### config.mk
export PLATFORM = sky130hd
export DESIGN_NAME = auto_door_controller_unit
export DESIGN_NICKNAME = d
export VERILOG_FILES = /design/src/sv/adc_pkg.sv /design/src/sv/adc_step.sv /design/src/sv/auto_door_controller_unit.sv
export SDC_FILE = /design/constraint.sdc
export NUM_CORES = 1
export LEC_CHECK = 0
export BUFFER_PORTS_ARGS = -buffer_cell sky130_fd_sc_hd__buf_4
export CORE_MARGIN = 2
export CORE_UTILIZATION = 40
export CTS_BUF_LIST = sky130_fd_sc_hd__clkbuf_2
export DETAILED_ROUTE_END_ITERATION = 12
export HOLD_SLACK_MARGIN = 0.1
export PLACE_DENSITY = 0.62
export SLEW_MARGIN = 20
export SYNTH_ARGS = -nofsm -noshare
export SYNTH_HDL_FRONTEND = slang
export SYNTH_SLANG_ARGS = --single-unit
### constraint.sdc
create_clock -name clk_i -period 9 [get_ports clk_i]
set_clock_uncertainty 0.15 [all_clocks]
set_input_delay 0 -clock clk_i [delete_from_list [all_inputs] [get_ports clk_i]]
set_output_delay 0 -clock clk_i [all_outputs]
set_load 0.01 [all_outputs]
### src/sv/adc_pkg.sv
`default_nettype none
// ----------------------------------------------------------------------------
// adc_pkg
// Types, codes and helper functions shared by the automatic door controller.
// ----------------------------------------------------------------------------
package adc_pkg;

  localparam int unsigned HoldW = 16;
  localparam logic [HoldW-1:0] HoldReset = 16'd1100;

  typedef enum logic [1:0] {
    MotStop = 2'd0,
    MotUp   = 2'd1,
    MotDown = 2'd2
  } motor_e;

  typedef enum logic [2:0] {
    ManIdle = 3'b001,
    ManDown = 3'b010,
    ManUp   = 3'b100
  } man_e;

  typedef enum logic [6:0] {
    DoorInit         = 7'b0000001,
    DoorOpening      = 7'b0000010,
    DoorOpenRetreat  = 7'b0000100,
    DoorOpen         = 7'b0001000,
    DoorClosing      = 7'b0010000,
    DoorCloseRetreat = 7'b0100000,
    DoorClosed       = 7'b1000000
  } door_e;

  typedef struct packed {
    logic btn_down;
    logic key_up;
    logic stop_up;
    logic limit_down;
    logic warning_up;
    logic floor_clear;
    logic presence;
    logic motor_overload;
    logic power_ok;
  } sense_t;

  typedef struct packed {
    man_e   man;
    door_e  door;
    motor_e mot;
    logic   sup;
  } ctrl_t;

  function automatic logic [2:0] door_code(door_e d);
    logic [2:0] c;
    unique case (d)
      DoorInit:         c = 3'd0;
      DoorOpening:      c = 3'd1;
      DoorOpenRetreat:  c = 3'd2;
      DoorOpen:         c = 3'd3;
      DoorClosing:      c = 3'd4;
      DoorCloseRetreat: c = 3'd5;
      DoorClosed:       c = 3'd6;
      default:          c = 3'd0;
    endcase
    return c;
  endfunction

  function automatic logic [1:0] man_code(man_e m);
    logic [1:0] c;
    unique case (m)
      ManIdle: c = 2'd0;
      ManDown: c = 2'd1;
      ManUp:   c = 2'd2;
      default: c = 2'd0;
    endcase
    return c;
  endfunction

endpackage
`default_nettype wire

### src/sv/adc_step.sv
`default_nettype none
// ----------------------------------------------------------------------------
// adc_step
// Next-state logic for one tick: manual and automatic door machines, motor
// command, supply request and saturating open-hold timer.
// ----------------------------------------------------------------------------
module adc_step #(
  parameter int unsigned TimerW = 16
) (
  input  adc_pkg::ctrl_t                 state_i,
  input  logic [TimerW-1:0]              timer_i,
  input  logic [adc_pkg::HoldW-1:0]      hold_i,
  input  adc_pkg::sense_t                sense_i,
  output adc_pkg::ctrl_t                 state_o,
  output logic [TimerW-1:0]              timer_o
);

  localparam int unsigned CmpW = (TimerW > adc_pkg::HoldW) ? TimerW : adc_pkg::HoldW;

  logic [TimerW-1:0] tmr;
  logic              pwr;

  assign pwr = sense_i.power_ok;

  always_comb begin
    state_o = state_i;
    tmr     = timer_i;

    unique case (state_i.man)
      adc_pkg::ManIdle: begin
        unique case (state_i.door)
          adc_pkg::DoorInit: begin
            state_o.sup = 1'b1;
            if (pwr) begin
              state_o.door = adc_pkg::DoorOpening;
              state_o.mot  = adc_pkg::MotUp;
            end
          end
          adc_pkg::DoorOpening: begin
            if (sense_i.warning_up || sense_i.motor_overload) begin
              state_o.mot  = adc_pkg::MotDown;
              state_o.door = adc_pkg::DoorOpenRetreat;
            end
            if (sense_i.stop_up) begin
              state_o.mot  = adc_pkg::MotStop;
              state_o.door = adc_pkg::DoorOpen;
              tmr          = '0;
            end
          end
          adc_pkg::DoorOpenRetreat: begin
            if (!sense_i.floor_clear || sense_i.motor_overload || sense_i.limit_down) begin
              state_o.mot  = adc_pkg::MotUp;
              state_o.door = adc_pkg::DoorOpening;
            end
          end
          adc_pkg::DoorOpen: begin
            if (sense_i.presence) tmr = '0;
            if (CmpW'(tmr) >= CmpW'(hold_i)) begin
              tmr         = '0;
              state_o.sup = 1'b1;
              if (pwr) begin
                state_o.mot  = adc_pkg::MotDown;
                state_o.door = adc_pkg::DoorClosing;
              end
            end
          end
          adc_pkg::DoorClosing: begin
            if (!sense_i.floor_clear || sense_i.motor_overload) begin
              state_o.mot  = adc_pkg::MotUp;
              state_o.door = adc_pkg::DoorCloseRetreat;
            end
            if (sense_i.limit_down) begin
              state_o.mot  = adc_pkg::MotStop;
              state_o.door = adc_pkg::DoorClosed;
            end
            if (sense_i.presence) begin
              state_o.mot  = adc_pkg::MotUp;
              state_o.door = adc_pkg::DoorOpening;
            end
          end
          adc_pkg::DoorCloseRetreat: begin
            if (sense_i.warning_up || sense_i.motor_overload || sense_i.stop_up) begin
              state_o.mot  = adc_pkg::MotDown;
              state_o.door = adc_pkg::DoorClosing;
            end
            if (sense_i.presence) begin
              state_o.mot  = adc_pkg::MotUp;
              state_o.door = adc_pkg::DoorOpening;
            end
          end
          adc_pkg::DoorClosed: begin
            if (pwr) state_o.sup = 1'b0;
            if (sense_i.presence || !sense_i.floor_clear) begin
              state_o.sup = 1'b1;
              if (pwr) begin
                state_o.mot  = adc_pkg::MotUp;
                state_o.door = adc_pkg::DoorOpening;
              end
            end
          end
          default: ;
        endcase
        if (sense_i.btn_down) begin
          state_o.sup = 1'b1;
          if (pwr) state_o.man = adc_pkg::ManDown;
        end
        if (sense_i.key_up) begin
          state_o.sup = 1'b1;
          if (pwr) state_o.man = adc_pkg::ManUp;
        end
      end
      adc_pkg::ManDown: begin
        if (!sense_i.btn_down) begin
          state_o.mot  = adc_pkg::MotStop;
          state_o.sup  = 1'b0;
          if (!pwr) state_o.man = adc_pkg::ManIdle;
          state_o.door = adc_pkg::DoorOpen;
        end
        if (sense_i.limit_down) begin
          state_o.mot  = adc_pkg::MotStop;
          state_o.man  = adc_pkg::ManIdle;
          state_o.door = adc_pkg::DoorClosed;
        end
        if (state_o.man == adc_pkg::ManDown) state_o.mot = adc_pkg::MotDown;
      end
      adc_pkg::ManUp: begin
        if (!sense_i.key_up) begin
          state_o.mot  = adc_pkg::MotStop;
          state_o.sup  = 1'b0;
          if (!pwr) state_o.man = adc_pkg::ManIdle;
          state_o.door = adc_pkg::DoorOpen;
        end
        if (sense_i.stop_up) begin
          state_o.mot  = adc_pkg::MotStop;
          state_o.man  = adc_pkg::ManIdle;
          state_o.door = adc_pkg::DoorOpen;
        end
        if (state_o.man == adc_pkg::ManUp) state_o.mot = adc_pkg::MotUp;
      end
      default: ;
    endcase

    // saturating tick count
    timer_o = (tmr == '1) ? tmr : tmr + 1'b1;
  end

endmodule
`default_nettype wire

### src/sv/auto_door_controller_unit.sv
`default_nettype none
// ----------------------------------------------------------------------------
// auto_door_controller_unit
// Automatic door controller with obstacle reversal; one item per tick.
// Each accepted input passes through the input register, then the state/result
// register. Throughput: one item per cycle while the output is not stalled.
// Reset: door init, manual idle, motor stopped, supply off, timer zero,
// open hold 1100 ticks.
// ----------------------------------------------------------------------------
module auto_door_controller_unit #(
  parameter int unsigned HOLD_TIMER_BITS = 16
) (
  input  logic                        clk_i,
  input  logic                        rst_ni,
  input  logic                        cfg_we_i,
  input  logic [adc_pkg::HoldW-1:0]   cfg_open_hold_ticks_i,
  input  logic                        in_valid_i,
  output logic                        in_ready_o,
  input  logic                        btn_down_i,
  input  logic                        key_up_i,
  input  logic                        stop_up_i,
  input  logic                        limit_down_i,
  input  logic                        warning_up_i,
  input  logic                        floor_clear_i,
  input  logic                        outdoor_presence_i,
  input  logic                        indoor_presence_i,
  input  logic                        motor_overload_i,
  input  logic                        power_ok_i,
  output logic                        out_valid_o,
  input  logic                        out_ready_i,
  output logic [1:0]                  motor_drive_o,
  output logic                        supply_enable_o,
  output logic [2:0]                  door_mode_o,
  output logic [1:0]                  manual_mode_o
);

  logic [adc_pkg::HoldW-1:0] hold_q;
  logic                      in_vld_q;
  adc_pkg::sense_t           sense_q;
  logic                      out_vld_q;
  adc_pkg::ctrl_t            state_q, state_d;
  logic [HOLD_TIMER_BITS-1:0] timer_q, timer_d;
  logic                      advance;

  assign advance    = in_vld_q && (!out_vld_q || out_ready_i);
  assign in_ready_o = !in_vld_q || advance;

  always_ff @(posedge clk_i or negedge rst_ni) begin
    if (!rst_ni) begin
      hold_q <= adc_pkg::HoldReset;
    end else if (cfg_we_i) begin
      hold_q <= cfg_open_hold_ticks_i;
    end
  end

  always_ff @(posedge clk_i or negedge rst_ni) begin
    if (!rst_ni) begin
      in_vld_q <= 1'b0;
    end else if (in_ready_o) begin
      in_vld_q <= in_valid_i;
    end
  end

  always_ff @(posedge clk_i) begin
    if (in_valid_i && in_ready_o) begin
      sense_q.btn_down       <= btn_down_i;
      sense_q.key_up         <= key_up_i;
      sense_q.stop_up        <= stop_up_i;
      sense_q.limit_down     <= limit_down_i;
      sense_q.warning_up     <= warning_up_i;
      sense_q.floor_clear    <= floor_clear_i;
      sense_q.presence       <= outdoor_presence_i | indoor_presence_i;
      sense_q.motor_overload <= motor_overload_i;
      sense_q.power_ok       <= power_ok_i;
    end
  end

  adc_step #(
    .TimerW(HOLD_TIMER_BITS)
  ) u_step (
    .state_i(state_q),
    .timer_i(timer_q),
    .hold_i (hold_q),
    .sense_i(sense_q),
    .state_o(state_d),
    .timer_o(timer_d)
  );

  // state registers double as the result register
  always_ff @(posedge clk_i or negedge rst_ni) begin
    if (!rst_ni) begin
      out_vld_q   <= 1'b0;
      state_q.man  <= adc_pkg::ManIdle;
      state_q.door <= adc_pkg::DoorInit;
      state_q.mot  <= adc_pkg::MotStop;
      state_q.sup  <= 1'b0;
      timer_q      <= '0;
    end else begin
      if (advance) begin
        out_vld_q <= 1'b1;
        state_q   <= state_d;
        timer_q   <= timer_d;
      end else if (out_ready_i) begin
        out_vld_q <= 1'b0;
      end
    end
  end

  assign out_valid_o     = out_vld_q;
  assign motor_drive_o   = state_q.mot;
  assign supply_enable_o = state_q.sup;
  assign door_mode_o     = adc_pkg::door_code(state_q.door);
  assign manual_mode_o   = adc_pkg::man_code(state_q.man);

endmodule
`default_nettype wire
; ---- Yosys cells after proc, flatten, opt, wreduce, memory -nomap -nowiden
; Cells that the tools add are included.
[op_classes]
mux = 43
n_eq_ne = 30
magnitude_cmp = 1
addsub = 1
n_reduce_logical = 18
bitwise_logic = 1
[op_table]
columns = op, n
row1 = $mux W16, 7
row2 = $mux W9, 10
row3 = $pmux W9 S7, 1
row4 = $mux W12, 4
row5 = $pmux W13 S3, 1
row6 = $pmux W16 S2, 1
row7 = $mux W13, 2
row8 = $reduce_and A12 Y1, 2
row9 = $mux W10, 2
row10 = $pmux W3 S6, 1
row11 = $add A16 B1 Y16 const B, 1
row12 = $eq A16 B16 Y1 const B, 1
row13 = $ge A16 B16 Y1, 1
row14 = $ne A4 B3 Y1 const B, 4
row15 = $mux W3, 5
row16 = $ne A5 B4 Y1 const B, 2
row17 = $ne A3 B2 Y1 const B, 3
row18 = $ne A3 B3 Y1 const B, 3
row19 = $ne A8 B8 Y1 const B, 1
row20 = $eq A7 B1 Y1 const B, 1
row21 = $eq A7 B2 Y1 const B, 1
row22 = $eq A7 B3 Y1 const B, 1
row23 = $eq A7 B4 Y1 const B, 1
row24 = $eq A7 B5 Y1 const B, 1
row25 = 20 further kinds, 37
[word_totals]
output_inout_bits = 10
in_bits = 31
reg_bits = 56
word_cells = 111

; ---- Depth between registers and ports, before layout
; Gate-level depths: netlist of run 1.
[depth]
depth_word = 9
depth_mapped = 19

; ---- Cells and area by module
; Synthesis of run 1 repeated with hierarchy kept, for this count alone.
[hier_totals]
hier_cells = 451
area_unflattened_um2 = 4152.7
[by_module_without_submodules]
columns = module, instances, area_each_um2, cells_per_inst
row1 = auto_door_controller_unit, 1, 2210.9, 129
row2 = adc_step, 1, 1941.9, 322

; ---- Worst setup path before layout of run 1
; OpenSTA, ideal clock, no wires.
[synth_timing]
kind = flip-flop to flip-flop
start = register sense_q[2] (netlist bit)
end = register timer_q[5]
setup_ns = 0.118
arrival_time_ns = 3.926
period_less_slack_ns = 4.194
stages_incl_launch_ff = 20
required_time_ns = 8.732
slack_ns = 4.806
path_cell_list = edfxtp_1 > clkbuf_1 > nor2b_1 > ha_1 > a211oi_1 > o21ai_0 > a2111oi_4 > nand3_2 > o21a_1 > buf_6 > buf_6 > nor2b_1 > ha_1 > nand4_1 > or2_2 > clkbuf_1 > and4_1 > and3_1 > nor4b_1 > a21o_1
[synth_between]
elab_chain_len = 9
elab_cells_between_ends = 10
classes_between = 1 x add/sub / 1 x order compare / 1 x eq/ne / 7 x mux
[synth_rtl]
columns = element, line_no
row1 = "start, declared", auto_door_controller_unit.sv:39  ; adc_pkg::sense_t sense_q;
row2 = $mux W16 (*), adc_step.sv:57  ; if (sense_i.presence) tmr = '0;
row3 = $mux W16 (*), adc_step.sv:31  ; unique case (state_i.door)
row4 = $mux W16 (*), adc_step.sv:29  ; unique case (state_i.man)
row5 = $ge A16 B16 Y1, adc_step.sv:58  ; if (CmpW'(tmr) >= CmpW'(hold_i)) begin
row6 = $mux W16 (*), adc_step.sv:58
row7 = $pmux W16 S2 (*), adc_step.sv:31
row8 = $mux W16 (*), adc_step.sv:29
row9 = $add A16 B1 Y16 or $eq A16 B16 Y1 (tied branches), adc_step.sv:144  ; timer_o = (tmr == '1) ? tmr : tmr + 1'b1;
row10 = $mux W16 (*), adc_step.sv:144
row11 = "end signal, assigned", auto_door_controller_unit.sv:102  ; timer_q <= timer_d;
row12 = "end, declared", auto_door_controller_unit.sv:42  ; logic [HOLD_TIMER_BITS-1:0] timer_q, timer_d;
; Mark *: on every way between the ends. The rest lies on a longest branch, timed or not. The select of a mux whose other input is x is not followed.
; A chain may end at the register's enable or synchronous reset.

; ---- Worst setup path after layout of run 1
; Same ends and word-level chain as after synthesis.

==> results.py, run 1 <==
metrics = {
    "logic_synthesis": {
        "synthTopCellsByArea": "dfrtp_1 (28%), edfxtp_1 (7.4%), ha_1 (6.2%), o21ai_0 (6.0%), dfstp_2 (4.3%)",
        "ys_ff_latch": 56,
        "ys.flop_type": "dfrtp_1",
        "synth_nets": 465,
        "seq_area_frac_synth": 0.397,
        "synth_edf_count": 9,
        "synth.yosys.warnings": 0,
        "synth_area_per_cell_um2": 8.80,
        "yosysTopAreaCell": "dfrtp_1",
        "async_flop_share": 0.839,
        "synthesis.area_um2": 3660,
        "synth.distinct_cells": 65,
        "synth_top_area_share": 0.280,
        "postSynthCellCount": 416,
    },
    "detailed_routing": {
        "drt_first_pass_iters": 5,
        "wire_per_inst_um": 15.4,
        "routed-via-count": 3411,
        "viasPerCell": 5.51,
        "antenna_left": 0,
        "drt_iter0_markers": 190,
        "wl_um": 9560,
        "drt_drc_violations_left": 0,
    },
    "floorplanning": {
        "die_h_um": 99.7,
        "die_w_um": 99.7,
        "io_pins": 41,
        "fp-row-count": 34,
        "start_util": 0.416,
        "core-area_um2": 8810,
        "dieArea_um2": 9930,
    },
    "power_and_ir_drop": {
        "seqPwrFrac": 0.508,
        "pwr_density_cell_nw_per_um2": 128,
        "power_uw": 611,
        "vdd_drop_max_mv": 0.0655,
        "intPower_uw": 435,
        "pwr-share-clk": 0.259,
        "power.static_leakage_uw": 0.00206,
        "p_sw_uw": 176,
        "p_sw_frac": 0.288,
        "combinationalPowerShare": 0.233,
    },
    "clock_tree": {
        "clock_latency_ns": 0.46,
        "postCtsSetupRepairBufs": 0,
        "cts.path.max_buffers": 2,
        "post_cts_resized": 0,
        "htree_levels": 2,
        "clock-sinks": 56,
        "cts_tree": "done",
        "root_buffer": "clkbuf_2",
        "numCtsBuffers": 5,
        "clk_pin_slew_worst_paths_ns": 0.30,
        "ctsHoldBuffers": 72,
    },
    "layout": {
        "fin_nets": 559,
        "drive_gt1_frac": 0.133,
        "syn_to_final_growth_pct": 30.5,
        "final_common_cell": "dlygate4sd3_1",
        "final_cell_mix": "dlygate4sd3_1 (71), o21ai_0 (44), dfrtp_1 (41), buf_4 (40), nand2_1 (32)",
        "layout.cells.non_filler": 619,
        "fillCellCount": 795,
        "antenna_cells": 0,
    },
    "global_route": {
        "grt-ovfl-total": 0,
        "grt_first_pass_wirelength_um": 16100,
        "antenna_found_initial": 0,
        "grt_usage": 0.201,
        "first_global_vias": 3325,
        "grt_max_degree": 42,
    },
    "timing": {
        "tightestPinTransition_ns": 0.846,
        "setup_slack_ns": 4.17,
        "drv_slew": 0,
        "setup_viol": 0,
        "rsz0062_at_grt": "no",
        "hold_violations": 0,
        "post-route-period-util": 0.537,
        "fmax_mhz": 207,
        "slew-limit-headroom": 0.436,
        "min_period_ns": 4.83,
        "tns_ns": 0,
    },
    "critical_path": {
        "path_class": "flop to flop",
        "rr_startpoint": "sense_q[2]$_DFFE_PP_",
        "worstReg2RegEnd": "timer_q[5]$_DFFE_PN0P_",
        "worst_ep_arrival_time_ns": 5.06,
        "worst_setup_path_end_kind": "flop",
        "worst_setup_path_start_kind": "flop",
        "critPathSlowestCell": "edfxtp_1",
        "reg2reg_depth": 15,
        "crit_chain": "nor2b_1 -> ha_1 -> a211oi_1 -> o21ai_0 -> a2111oi_4 -> nand3_2 -> o21a_1 -> nor2b_1 -> ha_1 -> nand4_1 -> or2_2 -> and4_1 -> and3_1 -> nor4b_1 -> a21o_1",
        "critPathRequiredTime_ns": 9.22,
        "reg2reg_setup_slack_ns": 4.17,
        "critPathMaxFanout": 24,
        "max_stage_delay_ns": 0.88,
    },
    "min_path": {
        "min_to": "sense_q[2]$_DFFE_PP_",
        "whs_path_depth": 3,
        "hp-class": "input port to flop",
        "hp-start": "indoor_presence_i",
    },
    "flow_run": {
        "maxCapViolations": 0,
    },
    "placed_design": {
        "post-place-ws_ns": 4.21,
        "port_buffers": 40,
        "hpwl_um": 6280,
        "gp_congestion": 0.889,
        "post-place-cells": 539,
    },
    "run_status": {
        "status": "completed",
    },
}
-- state kept, by name, summed over array words and instances (netlist names), named ones only --
signal	count
state_q	7
in_vld_q	1
sense_q	9
timer_q	16
out_valid_o	1
motor_drive_o	2
hold_q	16
supply_enable_o	1
-- power groups by stage --
stage	Clock, uW	Combinational [uW]	Sequential, uW
after CTS	164	143	310
final	158	142	310
after global placement	0	109	314
after detailed placement	0	113	315
after global routing	174	160	316
after floorplan	0	84.2	301
-- per-layer routing --
layer,vias up,GRT usage,part of all wire
li1,1686,-,-
met1,1630,0.288,0.49
met2,87,0.324,0.46
met3,8,0.0260,0.039
met4,0,0.0474,0.010
met5,-,0,0
-- critical path: cells and delay by family, from the launching register on --
kind            cells  cell delay [ns]
compound gates      5             1.50
flops               1             0.88
simple gates        8             1.59
fa+ha+maj           2             0.62
-- worst max path at each step --
stage	startpoint	end	slack, ns	cells after the start
CTS	sense_q[2]$_DFFE_PP_	timer_q[5]$_DFFE_PN0P_	4.14	15
floorplan	sense_q[2]$_DFFE_PP_	timer_q[5]$_DFFE_PN0P_	4.81	19
detailed placement	sense_q[2]$_DFFE_PP_	timer_q[5]$_DFFE_PN0P_	4.21	15
global placement	sense_q[2]$_DFFE_PP_	timer_q[5]$_DFFE_PN0P_	4.46	15
global route	sense_q[2]$_DFFE_PP_	timer_q[5]$_DFFE_PN0P_	3.83	15
finish	sense_q[2]$_DFFE_PP_	timer_q[5]$_DFFE_PN0P_	4.17	15
-- cell families after synthesis --
| kind of cell | after synthesis | synth area share |
|---|---|---|
| DFF | 56 | 0.397 |
| and+or+nand+nor | 159 | 0.236 |
| adders and majority gates | 18 | 0.0615 |
| muxes | 3 | 0.00889 |
| buffers and inverters | 54 | 0.0683 |
| xor gates and xnor gates | 3 | 0.00718 |
| AOI/OAI and AO/OA | 123 | 0.221 |
-- synthesized netlist by cell type (all sizes together) (2+ instances only) --
master	n
nor3	12
nor3b	2
nand2	33
nand2b	8
or2	2
a21oi	24
and3	6
nor4	3
a21boi	2
mux2	2
a22o	8
or3	2
o22a	3
inv	29
xor2	2
a31o	4
nor4b	2
a41oi	3
edfxtp	9
nand4	8
a211oi	2
nor2	32
o211ai	2
nor2b	24
o32ai	2
o21ai	44
o22ai	5
and4	4
and2	4
nand3	12
o41ai	2
dfstp	6
clkbuf	15
nand3b	4
a2bb2oi	2
a31oi	7
buf	10
ha	18
dfrtp	41
-- metrics by stage --
stage	utilization	instance area [um^2]	hold WS [ns]
finish	0.542	4780	0.191
detailed placement	0.449	3960	-0.0926
global route	0.542	4780	0.152
global placement	0.449	3960	-0.0914
floorplan	-	3660	-0.446
CTS	0.542	4780	0.151
-- cell type report --
class / instances / area, um^2 / share of cell area
Tap cell: 108 / 135 / 0.0283
Clock buffer: 6 / 30.0 / 0.00629
Inverter: 29 / 109 / 0.0228
Multi-Input combinational cell: 306 / 1960 / 0.410
Timing Repair Buffer: 112 / 1030 / 0.216
Clock inverter: 2 / 60.1 / 0.0126
Sequential cell: 56 / 1450 / 0.304
(Power assumes the default switching activity.)
==> run 2, diff against run 1 <==
ABC_AREA = 1   (was default)
clock period = 4.6 ns   (was 9 ns; I/O delays follow)
==> run 2 against run 1 <==
  * Worst hold slack lost 0.035 ns
  * Via count grew 20%
  * Cell count grew 32%
  * Die area grew 9.2%
  * Highest routed layer unchanged
  * First-iteration DRC count shrank 10%
  * Non-clock buffer count grew 16
  * Routed wire length grew 18%
  * Flip-flop and latch count is the same
==> results.py, run 2 <==
metrics = {
    "min_path": {
        "hp-class": "input port to flop",
    },
    "logic_synthesis": {
        "synth_compound_area_frac": 0.101,
        "yosysTopAreaCell": "dfrtp_1",
        "synthesis.area_um2": 4010,
        "synth_fa_ha_area_frac": 0.0561,
        "synth_edf_count": 9,
        "synth.distinct_cells": 41,
        "async_flop_share": 0.839,
        "synth_top_family_by_area": "simple AND/OR/NAND/NOR gates",
        "synth_top_area_share": 0.256,
        "synthTopCellsByArea": "dfrtp_1 (26%), nand2_1 (15%), inv_1 (7.3%), edfxtp_1 (6.7%), nand3_1 (5.7%)",
        "postSynthCellCount": 565,
        "ys_ff_latch": 56,
        "synth_simple_gate_area_frac": 0.363,
        "ys.flop_type": "dfrtp_1",
        "synthMuxAreaShare": 0.00561,
        "synth.yosys.warnings": 0,
        "synthTopCellsByCount": "nand2_1 (159), inv_1 (78), nor2_1 (51)",
        "synth-xor-area-share": 0.0109,
        "synth_most_common_cell": "nand2_1",
        "synth_area_per_cell_um2": 7.10,
        "seq_area_frac_synth": 0.362,
        "synth_nets": 614,
    },
    "global_route": {
        "grt_usage": 0.214,
        "grt-ovfl-total": 0,
        "grt_first_pass_wirelength_um": 19100,
        "antenna_found_initial": 0,
        "first_global_vias": 4016,
        "grt_max_degree": 42,
    },
    "detailed_routing": {
        "drt_first_pass_iters": 5,
        "antenna_left": 0,
        "drt_drc_violations_left": 0,
        "wl_um": 11300,
        "routed-via-count": 4106,
        "viasPerCell": 5.01,
        "drt_iter0_markers": 171,
        "wire_per_inst_um": 13.8,
    },
    "layout": {
        "fillCellCount": 893,
        "drive_gt1_frac": 0.141,
        "syn_to_final_growth_pct": 33.5,
        "fin_nets": 735,
        "seqCellArea_um2": 1450,
        "finalInstanceArea_um2": 5360,
        "largest_registers": "hold_q: 16 flops, timer_q: 16 flops, sense_q: 9 flops",
        "final_cell_mix": "nand2_1 (159), dlygate4sd3_1 (86), inv_1 (78), nor2_1 (51), nand3_1 (46)",
        "multi_input_area_um2": 2160,
        "final_common_cell": "nand2_1",
        "antenna_cells": 0,
    },
    "placed_design": {
        "post-place-ws_ns": 0.631,
        "place_area_um2": 4410,
        "hpwl_um": 7570,
        "gp_congestion": 0.942,
        "port_buffers": 40,
    },
    "floorplanning": {
        "die_w_um": 104,
        "dieArea_um2": 10900,
        "die_h_um": 104,
        "fp-row-count": 36,
        "io_pins": 41,
        "start_util": 0.411,
        "core-area_um2": 9770,
    },
    "clock_tree": {
        "clock_latency_ns": 0.48,
        "cts.path.max_buffers": 2,
        "postCtsSetupRepairBufs": 0,
        "clk_pin_slew_worst_paths_ns": 0.30,
        "clock-sinks": 56,
        "htree_levels": 2,
        "cts_tree": "done",
        "post_cts_resized": 0,
        "root_buffer": "clkbuf_2",
        "numCtsBuffers": 5,
    },
    "critical_path": {
        "max_stage_delay_ns": 0.86,
        "worst_setup_path_end_kind": "flop",
        "worst_setup_path_start_kind": "flop",
        "worst_ep_arrival_time_ns": 4.33,
        "critPathMaxFanout": 23,
        "path_class": "flop to flop",
        "critPathSlowestCell": "edfxtp_1",
        "crit_chain": "inv_1 -> nand2_1 -> ha_1 -> nand2_1 -> nor2_1 -> nor2_1 -> nand2_1 -> nand2_1 -> nand2_1 -> nand2_1 -> nand3_2 -> a21boi_0 -> ha_1 -> inv_1 -> nor2_2 -> nand2_1 -> inv_2 -> nand3_2 -> nand2_1 -> nand2_1 -> o21ai_0",
        "cp_common_cell": "nand2_1",
        "critPathRequiredTime_ns": 4.86,
    },
    "power_and_ir_drop": {
        "power.static_leakage_uw": 0.00255,
        "pwr_density_cell_nw_per_um2": 234,
        "vdd_drop_max_mv": 0.153,
    },
    "timing": {
        "setup_slack_ns": 0.529,
        "tns_ns": 0,
        "rsz0062_at_grt": "no",
        "tightestPinTransition_ns": 0.680,
        "drv_slew": 0,
        "fmax_mhz": 246,
        "min_period_ns": 4.07,
        "setup_viol": 0,
        "slew-limit-headroom": 0.547,
        "post-route-period-util": 0.885,
        "hold_violations": 0,
    },
    "flow_run": {
        "maxCapViolations": 0,
    },
    "run_status": {
        "status": "completed",
    },
}
[run 2: per-layer routing]
metal / vias up / wire length [um] / track usage
met5: - / 0 / 0
met4: 0 / 129 / 0.0531
met3: 13 / 468 / 0.0294
met2: 99 / 5300 / 0.354
met1: 1923 / 5390 / 0.297
li1: 2071 / - / -
[run 2: cells by family after synthesis]
family                   after synthesis
AND/OR/NAND/NOR                      313
adder cells (fa/ha/maj)               18
multiplexers                           2
buffers and inverters                100
AO/OA/AOI/OAI                         71
flip-flops                            56
XOR/XNOR                               5
[run 2: final cells by class]
type                       instances  area share
timing repair buffer             128       0.223
clock buffer                       5     0.00467
clock inverter                     3     0.00701
inverter                          86      0.0603
sequential                        56       0.271
tap                              133      0.0311
multi-input combinational        409       0.402
[run 2: final timing paths]
kind	startpoint	to	slack, ns	depth (start not counted)
setup reg to reg	sense_q[2]$_DFFE_PP_	timer_q[6]$_DFFE_PN0P_	0.53	21
max in group asynchronous	rst_ni	timer_q[15]$_DFFE_PN0P_	3.61	4
min in group asynchronous	rst_ni	state_q[3]$_DFFE_PN1P_	0.44	3
hold / removal	out_ready_i	out_valid_o$_DFFE_PN0P_	0.16	5
setup / recovery	sense_q[2]$_DFFE_PP_	timer_q[6]$_DFFE_PN0P_	0.53	21
hold reg to reg	state_q[3]$_DFFE_PN1P_	state_q[3]$_DFFE_PN1P_	0.39	2
[run 2: where the power goes]
part           leakage (uW)  switching, uW  total [uW]  internal, uW
clock             0.0000380            161         249          88.3
sequential         0.000664           39.2         597           558
combinational       0.00185            229         409           180
[run 2: worst max-delay path: cells and delay by family (launching register included)]
family	cells	cell delay (ns)
buffers and inverters	3	0.36
AO/OA/AOI/OAI	2	0.56
adder cells (fa/ha/maj)	2	0.51
flip-flops	1	0.86
AND/OR/NAND/NOR	14	1.56
[run 2: metrics by stage]
stage / hold WS [ns] / power (uW) / cells / util
floorplan: -0.446 / 838 / 565 / -
global placement: -0.0854 / 931 / 725 / 0.451
detailed placement: -0.0806 / 937 / 725 / 0.451
CTS: 0.129 / 1260 / 820 / 0.548
global route: 0.140 / 1340 / 820 / 0.548
finish: 0.156 / 1260 / 820 / 0.548
[run 2: what timing repair did]
| item | CTS | global route |
|---|---|---|
| endpoints found under the setup margin | 0 | 0 |
| hold endpoints to repair | 93 | 0 |
| hold buffers | 87 | 0 |
